--- src/hw/rtl/slrc_pkg.sv ---
package slrc_pkg;

  typedef enum logic [1:0] {
    PH_IDLE = 2'd0,
    PH_LEN  = 2'd1,
    PH_DATA = 2'd2,
    PH_LRC  = 2'd3
  } phase_t;

  localparam logic [1:0] OP_RX_BYTE = 2'd0;
  localparam logic [1:0] OP_READ    = 2'd1;
  localparam logic [1:0] OP_TIMEOUT = 2'd2;

  localparam logic [2:0] ST_NONE = 3'd0;
  localparam logic [2:0] ST_GOOD = 3'd1;
  localparam logic [2:0] ST_BAD  = 3'd2;
  localparam logic [2:0] ST_OVF  = 3'd3;
  localparam logic [2:0] ST_READ = 3'd4;

  localparam logic [1:0] REG_BUFFER_LIMIT = 2'd0;
  localparam logic [1:0] REG_ACK_REPEAT   = 2'd1;
  localparam logic [1:0] REG_ACK_BY_APP   = 2'd2;

  localparam logic [7:0] SOH_BYTE = 8'h01;
  localparam logic [7:0] ACK_BYTE = 8'h06;
  localparam logic [7:0] NAK_BYTE = 8'h15;

  localparam logic [3:0] MAX_REPLY_REPEAT = 4'd8;

  // result of one item, minus the byte that comes back from the store
  typedef struct packed {
    logic [2:0] frame_status;
    logic [7:0] frame_length;
    logic [7:0] reply_code;
    logic [3:0] reply_count;
    logic       rd_ok;
  } step_res_t;

  typedef struct packed {
    logic       wr_en;
    logic       rd_en;
    logic [7:0] addr;
    logic [7:0] wdata;
  } store_req_t;

endpackage

--- src/hw/rtl/slrc_store.sv ---
module slrc_store import slrc_pkg::*; #(
  parameter int DEPTH = 256
) (
  input  logic       clk,
  input  store_req_t req,
  output logic [7:0] rdata
);

  localparam int AW = $clog2(DEPTH);

  logic [7:0] mem [DEPTH];
  logic [7:0] rdata_r;

  always_ff @(posedge clk) begin
    if (req.wr_en) begin
      mem[req.addr[AW-1:0]] <= req.wdata;
    end
    if (req.rd_en) begin
      rdata_r <= mem[req.addr[AW-1:0]];
    end
  end

  assign rdata = rdata_r;

endmodule

--- src/hw/rtl/slrc_ctrl.sv ---
module slrc_ctrl import slrc_pkg::*; #(
  parameter int STORE_DEPTH = 256
) (
  input  logic       clk,
  input  logic       rst_n,
  input  logic       step,
  input  logic [1:0] opcode,
  input  logic [7:0] rx_byte,
  input  logic [7:0] read_index,
  input  logic [7:0] buffer_limit,
  input  logic [3:0] ack_repeat,
  input  logic       ack_by_app,
  output step_res_t  res,
  output store_req_t store_req
);

  localparam logic [8:0] DEPTH9 = 9'(STORE_DEPTH);

  phase_t     phase_r, phase_nxt;
  logic [7:0] stored_r, stored_nxt;
  logic [7:0] expected_r, expected_nxt;
  logic [7:0] lrc_r, lrc_nxt;
  logic [7:0] good_r, good_nxt;

  logic       overflow;
  logic [7:0] stored_inc;

  assign overflow   = stored_r > buffer_limit;
  assign stored_inc = stored_r + 8'd1;

  // next phase
  always_comb begin
    phase_nxt = phase_r;
    if (step) begin
      case (opcode)
        OP_RX_BYTE: begin
          if (overflow) begin
            phase_nxt = PH_IDLE;
          end else begin
            case (phase_r)
              PH_IDLE: if (rx_byte == SOH_BYTE) phase_nxt = PH_LEN;
              PH_LEN:  phase_nxt = (rx_byte == 8'd0) ? PH_IDLE : PH_DATA;
              PH_DATA: if (stored_inc == expected_r) phase_nxt = PH_LRC;
              PH_LRC:  phase_nxt = PH_IDLE;
              default: phase_nxt = PH_IDLE;
            endcase
          end
        end
        OP_TIMEOUT: phase_nxt = PH_IDLE;
        default:    phase_nxt = phase_r;
      endcase
    end
  end

  // counters, checksum, store access and result
  always_comb begin
    logic [3:0] ack_cnt;
    ack_cnt      = (ack_repeat > MAX_REPLY_REPEAT) ? MAX_REPLY_REPEAT : ack_repeat;
    stored_nxt   = stored_r;
    expected_nxt = expected_r;
    lrc_nxt      = lrc_r;
    good_nxt     = good_r;
    res          = '0;
    store_req    = '0;
    store_req.addr  = (opcode == OP_READ) ? read_index : stored_r;
    store_req.wdata = rx_byte;
    if (step) begin
      case (opcode)
        OP_RX_BYTE: begin
          if (overflow) begin
            stored_nxt       = '0;
            expected_nxt     = '0;
            lrc_nxt          = '0;
            good_nxt         = '0;
            res.frame_status = ST_OVF;
          end else begin
            case (phase_r)
              PH_IDLE: begin
                if (rx_byte == SOH_BYTE) begin
                  stored_nxt   = '0;
                  expected_nxt = '0;
                  lrc_nxt      = '0;
                  good_nxt     = '0;
                end
              end
              PH_LEN: begin
                if (rx_byte != 8'd0) begin
                  expected_nxt = rx_byte;
                  lrc_nxt      = rx_byte;
                end
              end
              PH_DATA: begin
                lrc_nxt         = lrc_r ^ rx_byte;
                store_req.wr_en = {1'b0, stored_r} < DEPTH9;
                stored_nxt      = stored_inc;
              end
              PH_LRC: begin
                if (rx_byte == lrc_r) begin
                  good_nxt         = stored_r;
                  res.frame_status = ST_GOOD;
                  if (!ack_by_app && ack_cnt != 4'd0) begin
                    res.reply_count = ack_cnt;
                    res.reply_code  = ACK_BYTE;
                  end
                end else begin
                  res.frame_status = ST_BAD;
                  if (ack_repeat != 4'd0) begin
                    res.reply_count = 4'd1;
                    res.reply_code  = NAK_BYTE;
                  end
                end
                stored_nxt   = '0;
                expected_nxt = '0;
                lrc_nxt      = '0;
              end
              default: ;
            endcase
          end
        end
        OP_READ: begin
          res.frame_status = ST_READ;
          store_req.rd_en  = 1'b1;
          res.rd_ok        = (read_index < good_r) && ({1'b0, read_index} < DEPTH9);
        end
        OP_TIMEOUT: begin
          stored_nxt   = '0;
          expected_nxt = '0;
          lrc_nxt      = '0;
          good_nxt     = '0;
        end
        default: ;
      endcase
    end
    res.frame_length = good_nxt;
  end

  always_ff @(posedge clk) begin
    if (!rst_n) begin
      phase_r    <= PH_IDLE;
      stored_r   <= '0;
      expected_r <= '0;
      lrc_r      <= '0;
      good_r     <= '0;
    end else begin
      phase_r    <= phase_nxt;
      stored_r   <= stored_nxt;
      expected_r <= expected_nxt;
      lrc_r      <= lrc_nxt;
      good_r     <= good_nxt;
    end
  end

endmodule

--- src/hw/rtl/soh_len_lrc_frame_receiver.sv ---
// Frame receiver for SOH / LEN / data / LRC framing. Every input transaction
// (received byte, payload read, timeout or unused opcode) gives exactly one
// result transaction. A new item is taken every clock cycle while the result
// side keeps up; a result passes through the memory stage, where the accepting
// edge issues the registered read of the payload memory, and then through the
// output register, which waits while the result side stalls. When the result
// side stalls, up to two items are held before the input is stalled. Payload
// bytes live in a single-port STORE_DEPTH x 8 memory that needs no clearing
// after reset; reads are only meaningful below the last good frame length.
// Configuration writes are accepted at once and should be issued only while
// no result is pending.
module soh_len_lrc_frame_receiver import slrc_pkg::*; #(
  parameter int STORE_DEPTH = 256
) (
  input  logic        clk,
  input  logic        rst_n,
  input  logic        in_tvalid,
  output logic        in_tready,
  input  logic [15:0] in_tdata,   // rx_byte[7:0], read_index[15:8]
  input  logic [1:0]  in_tuser,   // opcode[1:0]
  output logic        out_tvalid,
  input  logic        out_tready,
  output logic [31:0] out_tdata,  // frame_length[7:0], reply_code[15:8],
                                  // reply_count[19:16], read_byte[27:20], zero
  output logic [2:0]  out_tuser,  // frame_status[2:0]
  input  logic        cfg_valid,
  output logic        cfg_ready,
  input  logic [1:0]  cfg_index,
  input  logic [7:0]  cfg_data
);

  logic [7:0] buffer_limit_r;
  logic [3:0] ack_repeat_r;
  logic       ack_by_app_r;

  logic       in_fire;
  logic       adv;
  step_res_t  res;
  store_req_t store_req;
  logic [7:0] rdata;

  logic       s1_valid_r, s1_valid_nxt;
  step_res_t  s1_res_r;
  logic       out_valid_r, out_valid_nxt;
  logic [31:0] out_tdata_r;
  logic [2:0] out_tuser_r;
  logic [7:0] read_byte;

  assign cfg_ready = 1'b1;

  always_ff @(posedge clk) begin
    if (!rst_n) begin
      buffer_limit_r <= 8'd255;
      ack_repeat_r   <= 4'd1;
      ack_by_app_r   <= 1'b0;
    end else if (cfg_valid) begin
      case (cfg_index)
        REG_BUFFER_LIMIT: buffer_limit_r <= cfg_data;
        REG_ACK_REPEAT:   ack_repeat_r   <= cfg_data[3:0];
        REG_ACK_BY_APP:   ack_by_app_r   <= cfg_data[0];
        default: ;
      endcase
    end
  end

  // output register can take the memory stage this cycle
  assign adv       = !out_valid_r || out_tready;
  assign in_tready = !s1_valid_r || adv;
  assign in_fire   = in_tvalid && in_tready;

  slrc_ctrl #(
    .STORE_DEPTH(STORE_DEPTH)
  ) u_ctrl (
    .clk          (clk),
    .rst_n        (rst_n),
    .step         (in_fire),
    .opcode       (in_tuser),
    .rx_byte      (in_tdata[7:0]),
    .read_index   (in_tdata[15:8]),
    .buffer_limit (buffer_limit_r),
    .ack_repeat   (ack_repeat_r),
    .ack_by_app   (ack_by_app_r),
    .res          (res),
    .store_req    (store_req)
  );

  slrc_store #(
    .DEPTH(STORE_DEPTH)
  ) u_store (
    .clk   (clk),
    .req   (store_req),
    .rdata (rdata)
  );

  // memory stage holds while stalled; no new read is issued then
  always_comb begin
    s1_valid_nxt = s1_valid_r;
    if (in_fire) begin
      s1_valid_nxt = 1'b1;
    end else if (adv) begin
      s1_valid_nxt = 1'b0;
    end
    out_valid_nxt = adv ? s1_valid_r : out_valid_r;
  end

  assign read_byte = s1_res_r.rd_ok ? rdata : 8'd0;

  always_ff @(posedge clk) begin
    if (!rst_n) begin
      s1_valid_r  <= 1'b0;
      out_valid_r <= 1'b0;
    end else begin
      s1_valid_r  <= s1_valid_nxt;
      out_valid_r <= out_valid_nxt;
    end
  end

  always_ff @(posedge clk) begin
    if (in_fire) begin
      s1_res_r <= res;
    end
    if (adv && s1_valid_r) begin
      out_tdata_r <= {4'd0, read_byte, s1_res_r.reply_count,
                      s1_res_r.reply_code, s1_res_r.frame_length};
      out_tuser_r <= s1_res_r.frame_status;
    end
  end

  assign out_tvalid = out_valid_r;
  assign out_tdata  = out_tdata_r;
  assign out_tuser  = out_tuser_r;

endmodule

--- config.mk ---
export PLATFORM = sky130hd
export DESIGN_NAME = soh_len_lrc_frame_receiver
export DESIGN_NICKNAME = d
export VERILOG_FILES = /design/src/hw/rtl/slrc_pkg.sv /design/src/hw/rtl/slrc_store.sv /design/src/hw/rtl/slrc_ctrl.sv /design/src/hw/rtl/soh_len_lrc_frame_receiver.sv
export SDC_FILE = /design/constraint.sdc
export NUM_CORES = 2
export LEC_CHECK = 0
export BUFFER_PORTS_ARGS = -buffer_cell sky130_fd_sc_hd__clkbuf_2
export CORE_ASPECT_RATIO = 0.9
export CORE_MARGIN = 2
export CORE_UTILIZATION = 68
export DETAILED_ROUTE_END_ITERATION = 8
export GPL_TIMING_DRIVEN = 0
export PLACE_DENSITY = 0.85
export SLEW_MARGIN = 25
export SYNTH_ARGS = -nofsm -noshare
export SYNTH_HDL_FRONTEND = slang
export SYNTH_HIERARCHICAL = 1
export SYNTH_SLANG_ARGS = --single-unit
export TNS_END_PERCENT = 10
--- constraint.sdc ---
create_clock -name clk -period 12.5 [get_ports clk]
set_clock_uncertainty 0.2 [all_clocks]
set_input_delay 1.25 -clock clk [delete_from_list [all_inputs] [get_ports clk]]
set_output_delay 1.25 -clock clk [all_outputs]
set_load 0.01 [all_outputs]
# Yosys cells after proc, flatten, opt, wreduce, memory -nomap -nowiden
# Memory sizes are Yosys's and may differ from the RTL's. A register that Yosys moved wholly into a read port is not among the register bits.
# Index checks and enable logic that the tools add are counted.
[word_totals]
regBits = 104
ramBits = 2048
input_bits = 33
out_inout_bits = 38
word_cells = 107
n_memories = 1
[op_classes]
add_sub_neg = 1
n_lt_le_gt_ge = 3
n_eq_ne = 15
muxes = 41
n_bitwise = 3
reduce_logical = 25
[memory_table]
columns = ["name", "depth", "width", "rd", "rd_clocked_by_memory_dff", "write_ports", "line_no", "text"]
rows = [
  ["u_store.mem", 256, 8, 1, 1, 1, "slrc_store.sv:11", "logic [7:0] mem [DEPTH];"],
]
[ops]
columns = ["cell", "n"]
rows = [
  ["$mux W8", 10],
  ["$pmux W8 S2", 5],
  ["$pmux W8 S3", 2],
  ["$pmux W8 S4", 1],
  ["$mux W9", 2],
  ["$eq A8 B8 Y1", 2],
  ["$mux W2", 6],
  ["$ne A4 B2 Y1 const B", 3],
  ["$reduce_and A4 Y1", 3],
  ["$ne A5 B4 Y1 const B", 2],
  ["$add A8 B1 Y8 const B", 1],
  ["$eq A2 B2 Y1 const B", 4],
  ["$eq A8 B1 Y1 const B", 1],
  ["$gt A8 B8 Y1", 1],
  ["$logic_not A8 Y1", 1],
  ["$lt A8 B8 Y1", 1],
  ["$mux W1", 8],
  ["$pmux W2 S4", 1],
  ["$reduce_bool A4 Y1", 2],
  ["$reduce_bool A8 Y1", 1],
  ["$xor A8 B8 Y8", 1],
  ["$mux W7", 1],
  ["$eq A2 B1 Y1 const B", 3],
  ["$logic_not A2 Y1", 3],
  ["13 further kinds", 23],
]

# Depth between registers and ports, before layout
[logic_depth]
word_depth = 7
ltp_mapped = 14
depth_no_buf = 11

# By module
# Netlist, hierarchy kept.
[modules_own_cells]
columns = ["mod", "instances", "cells_each", "area_per_inst_um2", "seq_area_each_um2"]
rows = [
  ["slrc_store", 1, 3547, 78572.9, 61739.2],
  ["slrc_ctrl", 1, 324, 2611.3, 680.7],
  ["soh_len_lrc_frame_receiver", 1, 138, 2418.6, 1951.9],
]

# Least setup slack after synthesis
# OpenSTA, ideal clock, no wires.
[synth_path]
kind = "input-to-reg"
from = "in out_tready"
to = "mem u_store.mem[157][0], enable pin"
setup_time_ps = 383
t_arrival_ps = 5144
required_time_ps = 11917
path_slack_ps = 6773
stages = 10
path_buffers = 2
path_cell_list = "nor2b_1 -> a21oi_1 -> nor2b_1 -> nand2_1 -> nor3_1 -> and2_1 -> buf_1 -> nand3_1 -> clkbuf_1 -> nor3_1"
[synth_rtl]
columns = ["item", "line_no", "text"]
rows = [
  ["start: declaration", "soh_len_lrc_frame_receiver.sv:22", "input logic out_tready,"],
  ["end: declaration", "slrc_store.sv:11", ""],
]

==> results by stage <==
Synth:
- By area, the combinational part of the netlist is dominated by multiplexers.
- The mapped netlist covers 83600 sq um.
- The dominant register cell in the synthesized netlist is edfxtp_1.
- Summed over all instances, the cell type with the most area after synthesis is edfxtp_1.
- The fraction of post-synthesis cell area in the top cell type by area is 0.758.
- In this run the mean area of a mapped cell was 20.9 sq um.
- The sequential fraction of the synthesis area is 0.770.
- Of the total synthesized cell area, the portion taken by XOR and XNOR cells is 0.00220.
- Of the total synthesized cell area, the portion taken by full adders, half adders and majority gates is 0.00299.
- The post-synthesis compound-gate area fraction is 0.0423.
- The total of flip-flops plus latches after synthesis is 2160.
- Of the total synthesized cell area, the portion taken by AND, OR, NAND and NOR gates is 0.0254.
- In this run, synthesis inferred 2111 flip-flops with an integrated enable.
- Counting flops with an async set or reset pin after synthesis yields a share of 0.
- Sorting the synthesized cells by area gives the leading types as edfxtp_1 (76%), mux4_2 (14%), a22oi_1 (2.4%), dfxtp_1 (1.2%), nor2_1 (1.1%).
- During synthesis, Yosys emitted a total of 6 warnings.
- The multiplexer area fraction after synthesis is 0.140.
- The number of standard cells after synthesis is 4009.
- After synthesis, the netlist uses 66 different library cells.

Critical path:
- The end of the worst register-to-register path is u_store/rdata[1].
- The startpoint identified for the worst register-to-register timing path is u_ctrl/stored_r[3].
- At the worst endpoint, the required time is 12740 ps.
- STA classifies the critical path endpoint as a flop.
- Along the worst path, the maximum fanout reaches 10.
- Measured in cells, the most critical reg-to-reg path has a length of 11.
- The kind of start point of the critical path is an input port.
- Across all register-to-register paths, the minimum setup slack is 6310 ps.
- The type of the worst setup path is in2reg.
- The arrival time of data at the critical path endpoint is 7090 ps.

Cells and area:
- The share of cells above drive strength 1 is 0.241.
- Compared with the post-synthesis result, the final layout area differs by 12.2%.
- The number of nets in the final layout is 4365.
- The number of inserted filler cells in the final layout is 5678.

Status:
- The flow ran to the end, but the final reports show violations.
- The final reports fail on DRC.

Timing:
- The time the worst path needs with I/O delays and setup is 6850 ps.
- Setup violations remaining at the end of the flow were counted as 0.
- The worst slew margin relative to its limit is 0.136.
- For this run, the top clock speed supported by timing is 146 MHz.
- For the pin with the worst max-slew slack, the measured transition is 1280 ps.
- Summed over all failing endpoints, the final setup total negative slack is 0 ps.
- Of the available clock period, the critical path in the final layout requires 0.548.
- The final-report max-slew violation count is 0.
- The number of hold violations in the final report is 0.
- Setup repair after global routing left no endpoint under its margin.

Worst hold path:
- The startpoint identified for the worst hold timing path is s1_res_r[20].
- The depth of the worst hold-timing path is 0.
- The sink of the worst hold path is out_tdata[7].
- The worst min-delay path category is reg2reg.

CTS:
- The number of sinks on the clock net is 2160.
- TritonCTS built the clock tree.
- The number of gates resized after CTS is 0.
- The source-to-sink clock delay at the later pin of the worst-skew pair is 830 ps.
- The total number of H-tree levels is 4.
- The root buffer cell chosen for the clock tree is clkbuf_16.
- The maximum buffer depth of the clock tree is 3.
- The post-CTS setup buffer count is 0.
- The hold buffer count at CTS is 0.
- The clock buffer count from CTS is 195.
- After clock tree synthesis, the clock-pin slew on the worst setup and hold paths is 60 ps.

Route:
- The number of nets with antenna violations after detailed routing is 0.
- After detailed routing, the number of remaining DRC violations is 37.
- For this block, the initial DRC count from the detailed router was 9731.
- The detailed-route vias per instance is 7.88.
- Dividing the detail-routed wire length by the instance count gives 40.9 um.
- The first detailed-routing pass ran for 9 iterations.
- For this block, the routed nets add up to 250000 um of wire.
- The count of vias placed by the detailed router is 48.1k.

Global routing:
- The number of antenna violations at the first check in global routing is 22.
- The first global-routing pass estimated 351000 um of wire.
- For this run the aggregate overflow at the end of global routing stands at 0.
- Entering global routing, the biggest net connects 125 pins.
- The number of global-route vias before repair is 47.2k.
- Across every metal layer, demand over resource in global routing totals 0.404.

Die:
- The overall die area is 126000 sq um.
- The die boundary width is 374 um.
- During I/O placement, the number of pins put on the boundary was 71.
- The total area inside the core boundary comes to 122000 sq um.
- Row generation in the floorplan step produced 122 rows.
- The y dimension of the die is 337 um.
- The effective utilization at floorplan is 0.683.

Power and ir drop:
- Power spread over the standard cell area amounts to 158 nW/um^2.
- The maximum VDD drop is 0.141 mV.
- After layout, the design draws a total of 14.8 mW.
- The cell leakage power is 28.8 nW.

Placement:
- Port buffering added 63 buffers.
- The final weighted congestion of routability-driven global placement is 0.988.
- The final HPWL from detailed placement is 146000 um.

Job:
- The tool flagged a number of max-cap violations equal to 0.
[per-stage QoR]
| stage | area, sq um | instances | hold WS, ps | setup WS (ps) | util |
|---|---|---|---|---|---|
| after global placement | 86000 | 5690 | 202 | 4590 | 0.702 |
| after CTS | 93700 | 6089 | 219 | 6150 | 0.766 |
| after detailed placement | 87200 | 5727 | 205 | 5370 | 0.712 |
| final | 93800 | 6104 | 217 | 5650 | 0.766 |
| after global routing | 93800 | 6092 | 224 | 5950 | 0.766 |
| after floorplan | 83600 | 4015 | 200 | 6770 | - |
[worst max-delay path, cell delays in order]
cell and delay (ps):
clkbuf_2 120, nor2b_1 320, buf_1 430, mux2_2 390, clkbuf_1 320, nor2_1 870, clkbuf_2 760, clkbuf_1 520
nand3_1 570, clkbuf_2 490, buf_16 280, nor2_1 730
[sequential cells by signal, summed over array words and instances, names as in the netlist]
register,count
u_ctrl/good_r,8
buffer_limit_r,8
u_ctrl/phase_r,2
s1_res_r,24
out_tdata,28
ack_by_app_r,1
s1_valid_r,1
ack_repeat_r,4
out_tvalid,1
out_tuser,3
u_ctrl/expected_r,8
u_ctrl/stored_r,8
u_store/rdata,8
u_store/mem,2048
u_ctrl/lrc_r,8
[synthesized netlist by cell type (3+ instances only)]
cell type / count
nand2b_1: 12
nand4_1: 12
nor2_1: 245
dfxtp_1: 49
ha_1: 20
a22oi_1: 264
xor2_1: 13
mux2i_1: 6
nand4bb_1: 7
conb_1: 3
a31oi_1: 3
a21o_1: 3
o211ai_1: 9
nand2_1: 56
clkbuf_1: 157
buf_6: 17
xnor2_1: 8
mux4_2: 512
nor3_1: 36
a21oi_1: 147
nand3_1: 34
mux2_2: 7
buf_2: 37
o2bb2ai_1: 8
edfxtp_1: 2111
nor4_1: 4
o21ai_0: 17
and2_1: 21
and3_1: 5
o21ai_2: 6
o41ai_1: 33
inv_1: 36
nor2b_1: 16
buf_1: 21
buf_4: 35
[worst max path at each step]
stage / from / to / slack, ps / depth (start not counted)
after floorplan: out_tready / u_store/mem[157][0] / 6770 / 10
after global placement: out_tready / u_store/mem[208][5] / 4590 / 11
after detailed placement: in_tuser[1] / u_store/mem[214][4] / 5370 / 13
after CTS: in_tuser[1] / u_store/rdata[7] / 6150 / 13
after global routing: in_tuser[0] / u_store/mem[232][5] / 5950 / 13
final: in_tuser[0] / u_store/mem[96][5] / 5650 / 12
[per-layer routing]
layer  track usage  part of all wire
met1         0.489              0.30
met2         0.606              0.45
met3         0.169              0.17
met4         0.256             0.078
met5        0.0317            0.0032
[layout make-up]
cell class              count  area (sq um)  share of cell area
inverters                  36           135             0.00144
multi-input cells        1550         18000               0.192
well taps                1612          2020              0.0215
plain buffers             269          1410              0.0150
clock inverters           126          1430              0.0152
clock buffers             236          5150              0.0549
flip-flops and latches   2160         64400               0.686
repair buffers            100          1270              0.0136
diodes                     15          37.5            0.000400
[cell usage in the layout, fill, tap and decap left out, drive strengths merged, types with 3 or more instances in the layout]
master and count:
nand4bb 7, bufinv 29, a31oi 3, conb 9, o2bb2ai 8, mux2 7, mux2i 6, and3 5
clkinvlp 8, o22ai 4, nor2b 16, nand2b 12, diode 15, nor2 245, ha 20, o211ai 9
xor2 13, mux4 512, nor3 36, a22oi 264, and2 22, a21oi 149, nand4 12, nor4 4
nand2 56, nand3 34, clkinv 80, inv 45, a21o 3, clkbuf 459, edfxtp 2111, o41ai 34
buf 146, xnor2 8, dfxtp 49, o21ai 23
[logic make-up after synthesis]
| kind of cell | Yosys count |
|---|---|
| flip-flops | 2160 |
| buffers and inverters | 305 |
| AO/OA/AOI/OAI | 512 |
| AND/OR/NAND/NOR | 463 |
| multiplexers | 525 |
| other | 3 |
| adder cells (fa/ha/maj) | 20 |
| XOR/XNOR | 21 |
[power breakdown]
part / switching (mW) / internal [mW] / total [mW]
logic: 0.433 / 0.190 / 0.623
registers: 0.00483 / 7.95 / 7.96
clock network: 2.72 / 3.54 / 6.26
total: 3.16 / 11.7 / 14.8
Note: power is estimated with default switching activity, not from simulation.
